==> src/hdl/mtu_pkg.sv <==
// Shared types and constants for the multiturn angle unwrap block.
package mtu_pkg;

	localparam int unsigned RESOLUTION = 16384;

	localparam int RAW_W  = 15;
	localparam int WORD_W = 16;
	localparam int POS_W  = 48;
	localparam int TURN_W = 32;
	localparam int CMP_W  = 18;

	localparam logic [CMP_W-1:0] RES_CMP   = CMP_W'(RESOLUTION);
	localparam logic [CMP_W-1:0] RES3_CMP  = CMP_W'(3 * RESOLUTION);
	localparam logic signed [POS_W-1:0] RES_POS   = POS_W'(RESOLUTION);
	localparam logic signed [POS_W-1:0] HALF_TURN = POS_W'(RESOLUTION / 2);

	localparam logic signed [TURN_W-1:0] TURN_MAX = {1'b0, {(TURN_W-1){1'b1}}};
	localparam logic signed [TURN_W-1:0] TURN_MIN = {1'b1, {(TURN_W-1){1'b0}}};

	typedef enum logic [1:0] {
		SIGN_ZERO = 2'd0,
		SIGN_POS  = 2'd1,
		SIGN_NEG  = 2'd2
	} sign_t;

	typedef enum logic {
		CMD_SAMPLE  = 1'b0,
		CMD_SETZERO = 1'b1
	} cmd_t;

	typedef enum logic [1:0] {
		KIND_SAMPLE  = 2'd0,
		KIND_SETZERO = 2'd1,
		KIND_BLANK   = 2'd2
	} kind_t;

	// Request held in the input register.
	typedef struct packed {
		logic             vld;
		cmd_t             cmd;
		logic [RAW_W-1:0] raw;
	} sample_t;

	// Request leaving the turn tracker.
	typedef struct packed {
		logic                    vld;
		kind_t                   kind;
		logic signed [POS_W-1:0] pos;
	} track_t;

endpackage

==> src/hdl/mtu_track.sv <==
// Turn tracker: sign and quarter detection, saturating turn count, absolute position.
module mtu_track (
	input  logic             clk,
	input  logic             arst_n,
	input  logic             advance,
	input  logic             enable,
	input  mtu_pkg::sample_t smp,
	output mtu_pkg::track_t  trk
);
	import mtu_pkg::*;

	sign_t                    prev_sign_q;
	logic signed [TURN_W-1:0] turn_q;
	logic signed [POS_W-1:0]  basec_q;
	logic signed [POS_W-1:0]  basec_inc_q;
	logic signed [POS_W-1:0]  basec_dec_q;
	logic signed [POS_W-1:0]  last_pos_q;
	logic                     vld_s2;
	kind_t                    kind_s2;
	logic signed [POS_W-1:0]  pos_s2;

	logic [CMP_W-1:0]        two_m;
	logic [CMP_W-1:0]        four_m;
	sign_t                   sign_nx;
	logic                    outer;
	logic                    do_inc;
	logic                    do_dec;
	logic signed [POS_W-1:0] basec_nx;
	logic signed [POS_W-1:0] pos_nx;
	logic                    live;
	logic                    sample_go;

	always_comb begin
		two_m  = {2'b00, smp.raw, 1'b0};
		four_m = {1'b0, smp.raw, 2'b00};
		if (two_m > RES_CMP) begin
			sign_nx = SIGN_POS;
		end else if (two_m < RES_CMP) begin
			sign_nx = SIGN_NEG;
		end else begin
			sign_nx = SIGN_ZERO;
		end
		outer  = (four_m > RES3_CMP) || (four_m < RES_CMP);
		do_dec = outer && (sign_nx == SIGN_POS) && (prev_sign_q == SIGN_NEG)
			&& (turn_q != TURN_MIN);
		do_inc = outer && (sign_nx == SIGN_NEG) && (prev_sign_q == SIGN_POS)
			&& (turn_q != TURN_MAX);
		if (do_dec) begin
			basec_nx = basec_dec_q;
		end else if (do_inc) begin
			basec_nx = basec_inc_q;
		end else begin
			basec_nx = basec_q;
		end
		// base already carries the half-turn offset, so only the raw count is added
		pos_nx    = basec_nx + $signed({{(POS_W-RAW_W){1'b0}}, smp.raw});
		live      = advance && smp.vld;
		sample_go = live && (smp.cmd == CMD_SAMPLE) && enable;
	end

	always_ff @(posedge clk or negedge arst_n) begin
		if (!arst_n) begin
			prev_sign_q <= SIGN_ZERO;
			turn_q      <= '0;
			basec_q     <= -HALF_TURN;
			basec_inc_q <= RES_POS - HALF_TURN;
			basec_dec_q <= -RES_POS - HALF_TURN;
			last_pos_q  <= '0;
			vld_s2      <= 1'b0;
		end else begin
			if (advance) begin
				vld_s2 <= smp.vld;
			end
			if (sample_go) begin
				prev_sign_q <= sign_nx;
				last_pos_q  <= pos_nx;
				if (do_dec) begin
					turn_q      <= turn_q - TURN_W'(1);
					basec_q     <= basec_dec_q;
					basec_inc_q <= basec_q;
					basec_dec_q <= basec_dec_q - RES_POS;
				end else if (do_inc) begin
					turn_q      <= turn_q + TURN_W'(1);
					basec_q     <= basec_inc_q;
					basec_dec_q <= basec_q;
					basec_inc_q <= basec_inc_q + RES_POS;
				end
			end
		end
	end

	always_ff @(posedge clk) begin
		if (live) begin
			if (smp.cmd == CMD_SETZERO) begin
				kind_s2 <= KIND_SETZERO;
				pos_s2  <= last_pos_q;
			end else if (enable) begin
				kind_s2 <= KIND_SAMPLE;
				pos_s2  <= pos_nx;
			end else begin
				kind_s2 <= KIND_BLANK;
				pos_s2  <= '0;
			end
		end
	end

	assign trk.vld  = vld_s2;
	assign trk.kind = kind_s2;
	assign trk.pos  = pos_s2;

	a_inc_span: assert property (@(posedge clk) disable iff (!arst_n)
		basec_inc_q - basec_q == RES_POS)
		else $error("increment base out of step with base");

	a_dec_span: assert property (@(posedge clk) disable iff (!arst_n)
		basec_q - basec_dec_q == RES_POS)
		else $error("decrement base out of step with base");

	a_turn_cause: assert property (@(posedge clk) disable iff (!arst_n)
		(sample_go && !outer) |=> (turn_q == $past(turn_q)))
		else $error("turn count moved outside the outer quarters");

endmodule

==> src/hdl/mtu_offset.sv <==
// Zero offset store and result register with relative position.
module mtu_offset (
	input  logic                            clk,
	input  logic                            arst_n,
	input  logic                            advance,
	input  mtu_pkg::track_t                 trk,
	output logic                            out_vld,
	output logic signed [mtu_pkg::POS_W-1:0] abs_pos,
	output logic signed [mtu_pkg::POS_W-1:0] rel_pos
);
	import mtu_pkg::*;

	logic                    vld_q;
	logic signed [POS_W-1:0] zero_q;
	logic signed [POS_W-1:0] abs_q;
	logic signed [POS_W-1:0] rel_q;
	logic                    take;

	assign take = advance && trk.vld;

	always_ff @(posedge clk or negedge arst_n) begin
		if (!arst_n) begin
			vld_q  <= 1'b0;
			zero_q <= '0;
		end else begin
			if (advance) begin
				vld_q <= trk.vld;
			end
			if (take && (trk.kind == KIND_SETZERO)) begin
				zero_q <= trk.pos;
			end
		end
	end

	always_ff @(posedge clk) begin
		if (take) begin
			unique case (trk.kind)
				KIND_SAMPLE: begin
					abs_q <= trk.pos;
					rel_q <= trk.pos - zero_q;
				end
				KIND_SETZERO: begin
					abs_q <= trk.pos;
					rel_q <= '0;
				end
				default: begin
					abs_q <= '0;
					rel_q <= '0;
				end
			endcase
		end
	end

	assign out_vld = vld_q;
	assign abs_pos = abs_q;
	assign rel_pos = rel_q;

	a_setzero_result: assert property (@(posedge clk) disable iff (!arst_n)
		(take && trk.kind == KIND_SETZERO) |=> (vld_q && rel_q == '0 && zero_q == abs_q))
		else $error("set-zero result does not match the captured offset");

endmodule

==> src/hdl/multiturn_angle_unwrap.sv <==
// Top level of the multiturn angle unwrap block: input register, tracker, offset stage.
// An accepted request passes the input register, the tracker register and the result
// register before its result shows on m_axis.
// Throughput: one request per clock while m_axis is not stalled.
// The whole pipeline stalls together while a result waits on m_axis_tready.
// Reset (arst_n low, asynchronous): turn count, sign, last position and zero offset clear,
// enable clears, and all valid flags drop.
module multiturn_angle_unwrap (
	input  logic                                clk,
	input  logic                                arst_n,
	// configuration
	input  logic                                cfg_we,
	input  logic                                cfg_wdata,  // enable
	// input stream
	input  logic                                s_axis_tvalid,
	output logic                                s_axis_tready,
	input  logic [mtu_pkg::WORD_W-1:0]          s_axis_tdata,   // [14:0] raw_sample, bit 15 ignored
	input  logic                                s_axis_tuser,   // [0] command
	// result stream
	output logic                                m_axis_tvalid,
	input  logic                                m_axis_tready,
	output logic [2*mtu_pkg::POS_W-1:0]         m_axis_tdata    // [47:0] absolute_position,
	                                                            // [95:48] relative_position
);
	import mtu_pkg::*;

	logic                    enable_q;
	logic                    smp_vld_s1;
	cmd_t                    smp_cmd_s1;
	logic [RAW_W-1:0]        smp_raw_s1;
	sample_t                 smp_s1;
	track_t                  trk;
	logic                    advance;
	logic signed [POS_W-1:0] abs_pos;
	logic signed [POS_W-1:0] rel_pos;

	// Advance every stage whenever the result register is empty or being drained.
	assign advance       = !m_axis_tvalid || m_axis_tready;
	assign s_axis_tready = advance;

	always_ff @(posedge clk or negedge arst_n) begin
		if (!arst_n) begin
			enable_q   <= 1'b0;
			smp_vld_s1 <= 1'b0;
		end else begin
			if (cfg_we) begin
				enable_q <= cfg_wdata;
			end
			if (advance) begin
				smp_vld_s1 <= s_axis_tvalid;
			end
		end
	end

	// Capture the payload on accept; bit 15 of the raw word is dropped here.
	always_ff @(posedge clk) begin
		if (advance && s_axis_tvalid) begin
			smp_cmd_s1 <= cmd_t'(s_axis_tuser);
			smp_raw_s1 <= s_axis_tdata[RAW_W-1:0];
		end
	end

	assign smp_s1 = {smp_vld_s1, smp_cmd_s1, smp_raw_s1};

	mtu_track u_track (
		.clk     (clk),
		.arst_n  (arst_n),
		.advance (advance),
		.enable  (enable_q),
		.smp     (smp_s1),
		.trk     (trk)
	);

	mtu_offset u_offset (
		.clk     (clk),
		.arst_n  (arst_n),
		.advance (advance),
		.trk     (trk),
		.out_vld (m_axis_tvalid),
		.abs_pos (abs_pos),
		.rel_pos (rel_pos)
	);

	assign m_axis_tdata = {rel_pos, abs_pos};

endmodule
==> config.mk <==
export PLATFORM = sky130hd
export DESIGN_NAME = multiturn_angle_unwrap
export DESIGN_NICKNAME = d
export VERILOG_FILES = /design/src/hdl/mtu_pkg.sv /design/src/hdl/mtu_track.sv /design/src/hdl/mtu_offset.sv /design/src/hdl/multiturn_angle_unwrap.sv
export SDC_FILE = /design/constraint.sdc
export NUM_CORES = 1
export LEC_CHECK = 0
export BUFFER_PORTS_ARGS = -buffer_cell sky130_fd_sc_hd__buf_2
export CAP_MARGIN = 20
export CORE_ASPECT_RATIO = 1.75
export CORE_MARGIN = 10
export CORE_UTILIZATION = 40
export DETAILED_ROUTE_END_ITERATION = 10
export MAX_ROUTING_LAYER = met4
export SYNTH_ARGS = -nofsm -noshare
export SYNTH_HDL_FRONTEND = slang
export SYNTH_SLANG_ARGS = --single-unit
==> constraint.sdc <==
create_clock -name clk -period 6.1 [get_ports clk]
set_input_delay 0.61 -clock clk [delete_from_list [all_inputs] [get_ports clk]]
set_output_delay 0.61 -clock clk [all_outputs]
set_load 0.01 [all_outputs]
======== After elaboration in Yosys (flattened, before gate mapping) ========
Cells that the tools add are included.
cells by class
  add/subtract/negate cells ............... 6
  multipliers ............................. 0
  divide/modulo/power cells ............... 0
  magnitude comparators ................... 4
  equality and inequality tests ........... 7
  shift-type cells ........................ 0
  muxes and demuxes ....................... 13
  bitwise gates (word level) .............. 1
  reduce and logical (&&, ||, !) cells .... 19
operators with widths
  cell                                                                               number
  48-bit 2-to-1 mux                                                                  8
  32-bit 2-to-1 mux                                                                  2
  32-bit != test, second input constant                                              2
  48-bit by 16-bit adder with 48-bit output                                          1
  48-bit by 16-bit adder with 48-bit output, second input constant                   1
  48-bit by 16-bit subtractor with 48-bit output, second input constant              1
  48-bit subtractor                                                                  1
  32-bit by 2-bit adder with 32-bit output, second input constant                    1
  32-bit by 2-bit subtractor with 32-bit output, second input constant               1
  17-bit by 16-bit greater-than comparator with 1-bit output, second input constant  1
  17-bit by 15-bit < comparator with 1-bit output, second input constant             1
  16-bit by 15-bit greater-than comparator with 1-bit output, second input constant  1
  16-bit by 15-bit < comparator with 1-bit output, second input constant             1
  1-bit logical AND                                                                  12
  2-bit by 1-bit == test with 1-bit output, second input constant                    3
  2-bit 2-to-1 mux                                                                   3
  2-bit == test, second input constant                                               2
  2-bit logical NOT                                                                  1
  1-bit logical OR                                                                   2
  2-bit AND reduction                                                                1
  2-bit nonzero test                                                                 1
  2-bit OR reduction                                                                 1
  1-bit logical NOT                                                                  1
  1-bit NOT                                                                          1
storage, ports and cells
  register bits ........................... 440
  bits in latches ......................... 0
  RAM bits ................................ 0
  ROM bits ................................ 0
  bits of input ports ..................... 23
  output and inout bits ................... 98
  word-level logic and storage cells ...... 67
  memories kept ........................... 0

======== Longest topological paths before layout ========
  word-level depth ........................ 12
  gate-level depth with buffers ........... 26
  mapped depth without buffers ............ 19

======== By module ========
Synthesis repeated with hierarchy kept, for this count alone.
second synthesis, totals
  cells, all modules ...................... 2504
  area total of the unflattened synthesis .. 24576.1 µm²
modules (own cells, without submodules)
  module                  times used  cells an instance  area an instance (µm²)  sequential area each (µm²)
  mtu_track               1           1691               15534.9                 7269.5
  mtu_offset              1           791                8463.1                  4108.9
  multiturn_angle_unwrap  1           22                 578.1                   530.5

======== Least setup slack after synthesis ========
Ideal clock, no wire load.
  path type ............................... register to register
  start point ............................. register smp_raw_s1[13]
  end point ............................... register u_track.turn_q[31]
  library setup time ...................... 0.080 ns
  arrival time ............................ 5.575 ns
  data required time ...................... 6.020 ns
  slack ................................... 0.445 ns
  stages on the path, launching flop included .. 22
  buffers on the path ..................... 5
  period minus slack after synthesis ...... 5.655 ns
  path through ............................ edfxtp_1 > nor4b_1 > nand4_1 > o22a_1 > nand2_2 > buf_4 > buf_4 > buf_2 > inv_1 > clkbuf_1 > clkbuf_1 > ha_1 > a21o_1 > or3_1 > a2111oi_0 > o21ai_0 > a2111oi_0 > a211oi_1 > a41oi_1 > o21ai_0 > a21boi_0 > xnor2_1
between the ends
  word-level cells in the longest chain between the ends .. 9
  elaborated cells on any way between the ends .. 18
  those cells by class .................... order compare (4); eq/ne (2); mux (3); reduce/logical (9)
ends and longest elaborated chain
  what                                                                              RTL line                          text
  from (decl)                                                                       multiturn_angle_unwrap.sv:30      logic [RAW_W-1:0] smp_raw_s1;
  from (signal assigned)                                                            multiturn_angle_unwrap.sv:59      smp_raw_s1 <= s_axis_tdata[RAW_W-1:0];
  16-bit by 15-bit < comparator with 1-bit output                                   mtu_track.sv:38                   end else if (two_m < RES_CMP) begin
  2-bit 2-to-1 mux                                                                  mtu_track.sv:38
  2-bit 2-to-1 mux                                                                  mtu_track.sv:36                   if (two_m > RES_CMP) begin
  2-bit by 1-bit == test with 1-bit output / 2-bit == test (equally long branches)  mtu_track.sv:44, mtu_track.sv:46
  1-bit logical AND (on tied branches) (2 in series)                                mtu_track.sv:44, mtu_track.sv:46
  1-bit logical AND (on tied branches)                                              mtu_track.sv:45, mtu_track.sv:47
  2-bit nonzero test (no line)                                                      -
  2-bit AND reduction (no line)                                                     -
  to (signal assigned)                                                              mtu_track.sv:78                   turn_q <= turn_q - TURN_W'(1);
  to (signal assigned)                                                              mtu_track.sv:83                   turn_q <= turn_q + TURN_W'(1);
  to (decl)                                                                         mtu_track.sv:13                   logic signed [TURN_W-1:0] turn_q;
Several ways; a longest one is shown, not always the timed one.
A chain may end at the register's enable or synchronous reset.

======== Final worst setup path ========
  start point ............................. register u_track.turn_q[6]
  end point ............................... register u_track.turn_q[31]
between the ends
  word-level cells in the longest chain between the ends .. 4
  elaborated cells on any way between the ends .. 10
  those cells by class .................... add/sub (2); eq/ne (2); mux (2); reduce/logical (4)
ends and longest elaborated chain
  what
  parallel branches: the longest is 4 deep, another holds 32-bit by 2-bit adder with 32-bit output
Several ways; the timed one is not identified. The select of a mux whose other input is x is not followed.

==> impl_metrics.toml <==
[status]
status = "finished with violations"
violations = "negative hold slack"

[timing]
hold_viol_final = 10
relSlewSlack_pct = 28.3
hold_slack_ns = -0.0188
rsz0062_at_grt = "false"
period_needed_ns = 5.47
setup-violations-final = 0
setup_tns_ns = 0
max_slew.worst_pin.slew_ns = 1.07
drv_slew = 0
fmax_mhz = 183
setup_ws_ns = 0.626
fin_worst_skew_ns = 0.0378
fin_crit_sh_pct = 89.7

[cells_and_area]
diodes = 0
fin_util_pct = 44.8
area_growth_pct = 11.0
filler_cell_count = 5798
drive_gt1_share_pct = 16.5
fin_nets = 2700

[placed_design]
hpwl_um = 42900
gp_congestion = 0.921
port_buffers = 119
pre_cts_ws_ns = 0.601

[global_routing]
grt_pass1_wl_um = 100000
antenna_found_initial = 0
first_global_vias = 19400
grt_max_degree = 176
grt.total_usage_pct = 16.8
grt-ovfl-total = 0

[synth]
netlist_area_um2 = 24700
synth_edf_count = 162
ys.flop_type = "dfrtp_1"
yosys.area.top_type_share_pct = 21.0
ys_ff_latch = 440
avgSynthCellArea_um2 = 9.84
postSynthCellCount = 2515
ys_warn_count = 0
synth-async-reset-ratio_pct = 63.2
ys_types = 84
seq_area_frac_synth_pct = 48.1
yosysTopAreaCell = "dfrtp_1"
synth_fp_nets = 2635
synth_area_leaders = "dfrtp_1, edfxtp_1, dfstp_2"

[routing]
wl_um = 61200
drcViolationCount = 0
postRouteAntennaNets = 0
drt_iter0_markers = 1280
viasPerCell = 5.69
drtPass1Iterations = 5
num_vias = 19400
detail_route.wl_per_cell_um = 18.0

[die]
die_area_um2 = 72600
core_um2 = 61300
die_height_um = 349
die_w_um = 208
rows = 120
top_level_ports = 121
initial_core_util_pct = 40.4

[cts]
cts_setup_buffers = 0
clockRootBuffer = "clkbuf_16"
cts_made_buffers = 41
cts_hold_buf = 0
clock_latency_ns = 0.57
cts_max_level = 2
clk_pin_slew_ns = 0.07
clk_path_buf_depth = 3
cts_resized = 0
cts_sinks = 440
cts_tree = "done"

[min_path]
hp-class = "primary input to asynchronous set/reset pin"

[critical_path]
rr_worst_depth = 16
r2r-start = "u_track.turn_q[6]$_DFFE_PN0P_"
crit_type = "flop to flop"
critPathCaptureType = "flop"
reg2reg_slack_ns = 0.63
crit_fanout = 23
reg2reg_to = "u_track.turn_q[31]$_DFFE_PN0P_"
cp.arrival_ns = 5.96
worstSetupStartpointType = "flop"
cp.required_ns = 6.59

[power_and_ir_drop]
switching_power_mw = 4.90
pwr-share-comb_pct = 42.3
pwr-share-clk_pct = 19.9
swShare_pct = 38.4
p_int_mw = 7.87
ir_worst_vdd_mv = 0.288
seq_power_share_pct = 37.8
p_per_area_nw_per_um2 = 465
p_leak_nw = 11.2

[job]
maxCapViolCount = 0
-- metrics by stage --
step | hold slack [ns] | std cells | cell area [µm²] | power, mW
after floorplan | 0.314 | 2515 | 24700 | 8.76
after global placement | 0.455 | 3329 | 26200 | 10.1
after detailed placement | 0.464 | 3330 | 26200 | 10.3
after CTS | 0.0124 | 3404 | 27500 | 12.8
after global routing | 0.0194 | 3404 | 27500 | 13.7
final | -0.0188 | 3404 | 27500 | 12.8
-- state kept, by name (all words and copies together) (netlist names) --
| register | flops |
|---|---|
| u_offset.abs_pos | 48 |
| u_offset.rel_pos | 48 |
| u_track.pos_s2 | 48 |
| enable_q | 1 |
| u_track.kind_s2 | 2 |
| u_track.prev_sign_q | 2 |
| u_offset.zero_q | 48 |
| u_track.vld_s2 | 1 |
| u_track.turn_q | 32 |
| u_track.basec_dec_q | 48 |
| smp_cmd_s1 | 1 |
| u_offset.out_vld | 1 |
| smp_vld_s1 | 1 |
| u_track.basec_q | 48 |
| smp_raw_s1 | 15 |
| u_track.last_pos_q | 48 |
| u_track.basec_inc_q | 48 |
-- Yosys cell counts, types with 28 or more instances --
library cell    n
xor2_1         29
clkbuf_1      104
a22o_1         35
dfstp_2        70
o22a_1         36
nor2_1        223
edfxtp_1      162
o21a_1         33
nor3_1         55
inv_1          88
o21ai_0       183
dfrtp_1       208
nor2b_1        65
a21oi_1       187
nand2b_1       33
ha_1           94
nand3_1        68
mux2_2        100
xnor2_1        55
o221ai_1       28
nand4_1        42
nand2_1       223
a21o_1         55
-- power by group through the flow --
stage | clock (mW) | combinational [mW] | sequential (mW)
finish | 2.54 | 5.41 | 4.83
global route | 2.74 | 6.02 | 4.95
CTS | 2.62 | 5.40 | 4.83
detailed placement | 0 | 5.38 | 4.88
global placement | 0 | 5.26 | 4.84
floorplan | 0 | 3.96 | 4.80
-- cells in the final DEF (no fill, tap or decap), drive strengths merged, types with 55 or more instances in the layout --
cell type / instances
dfstp: 70
o21ai: 185
nor2: 223
dfrtp: 208
nand2: 224
a21o: 55
nand3: 68
nor2b: 65
edfxtp: 162
mux2: 100
xnor2: 55
inv: 90
a21oi: 188
buf: 156
nor3: 56
ha: 94
-- cell type report --
class | instances | area (µm²) | area share [%]
Clock buffer | 54 | 1120 | 4.06
Clock inverter | 20 | 179 | 0.652
Inverter | 88 | 330 | 1.20
Multi-Input combinational cell | 1853 | 12000 | 43.8
Sequential cell | 440 | 11900 | 43.4
Tap cell | 793 | 992 | 3.61
Timing Repair Buffer | 156 | 917 | 3.34
-- logic make-up (layout without fill, tap and decap cells) --
kind of cell | Yosys count | after routing | synth area share (%)
AND/OR/NAND/NOR | 836 | 836 | 16.6
XOR/XNOR | 84 | 84 | 2.97
buffers and inverters | 222 | 318 | 3.50
AO/OA/AOI/OAI | 732 | 732 | 19.1
multiplexers | 104 | 104 | 4.71
adder cells (fa/ha/maj) | 97 | 97 | 4.99
flip-flops | 440 | 440 | 48.1
-- worst max-delay path: stages, from the launching register on --
cell and delay, ns:
dfrtp_1 0.42, nor4_1 0.54, nand4_1 0.24, o22a_1 0.30, nand2_4 0.21, inv_2 0.26, ha_1 0.43, a21o_1 0.19
or3_1 0.35, a2111oi_0 0.40, o21ai_0 0.25, a2111oi_0 0.54, a211oi_1 0.21, a41oi_1 0.44, o21ai_0 0.15, a21boi_0 0.29
xnor2_1 0.16
-- layer usage --
layer  wire length (µm)  track usage, %
met5                  0               -
met4               2150            6.78
met3               2500            1.91
met2              32600            30.9
met1              24000            18.1
-- how the worst max path moves through the flow --
stage | startpoint | endpoint | depth (start not counted) | slack, ns
detailed placement | u_track.turn_q[6]$_DFFE_PN0P_ | u_track.turn_q[31]$_DFFE_PN0P_ | 16 | 0.60
CTS | u_track.turn_q[6]$_DFFE_PN0P_ | u_track.turn_q[31]$_DFFE_PN0P_ | 16 | 0.59
global route | u_track.turn_q[6]$_DFFE_PN0P_ | u_track.turn_q[31]$_DFFE_PN0P_ | 16 | 0.18
finish | u_track.turn_q[6]$_DFFE_PN0P_ | u_track.turn_q[31]$_DFFE_PN0P_ | 16 | 0.63
global placement | u_track.turn_q[6]$_DFFE_PN0P_ | u_track.pos_s2[46]$_DFFE_PP_ | 19 | 0.69
floorplan | smp_raw_s1[13]$_DFFE_PP_ | u_track.turn_q[31]$_DFFE_PN0P_ | 21 | 0.45
Note: power is estimated with default switching activity, not from simulation.
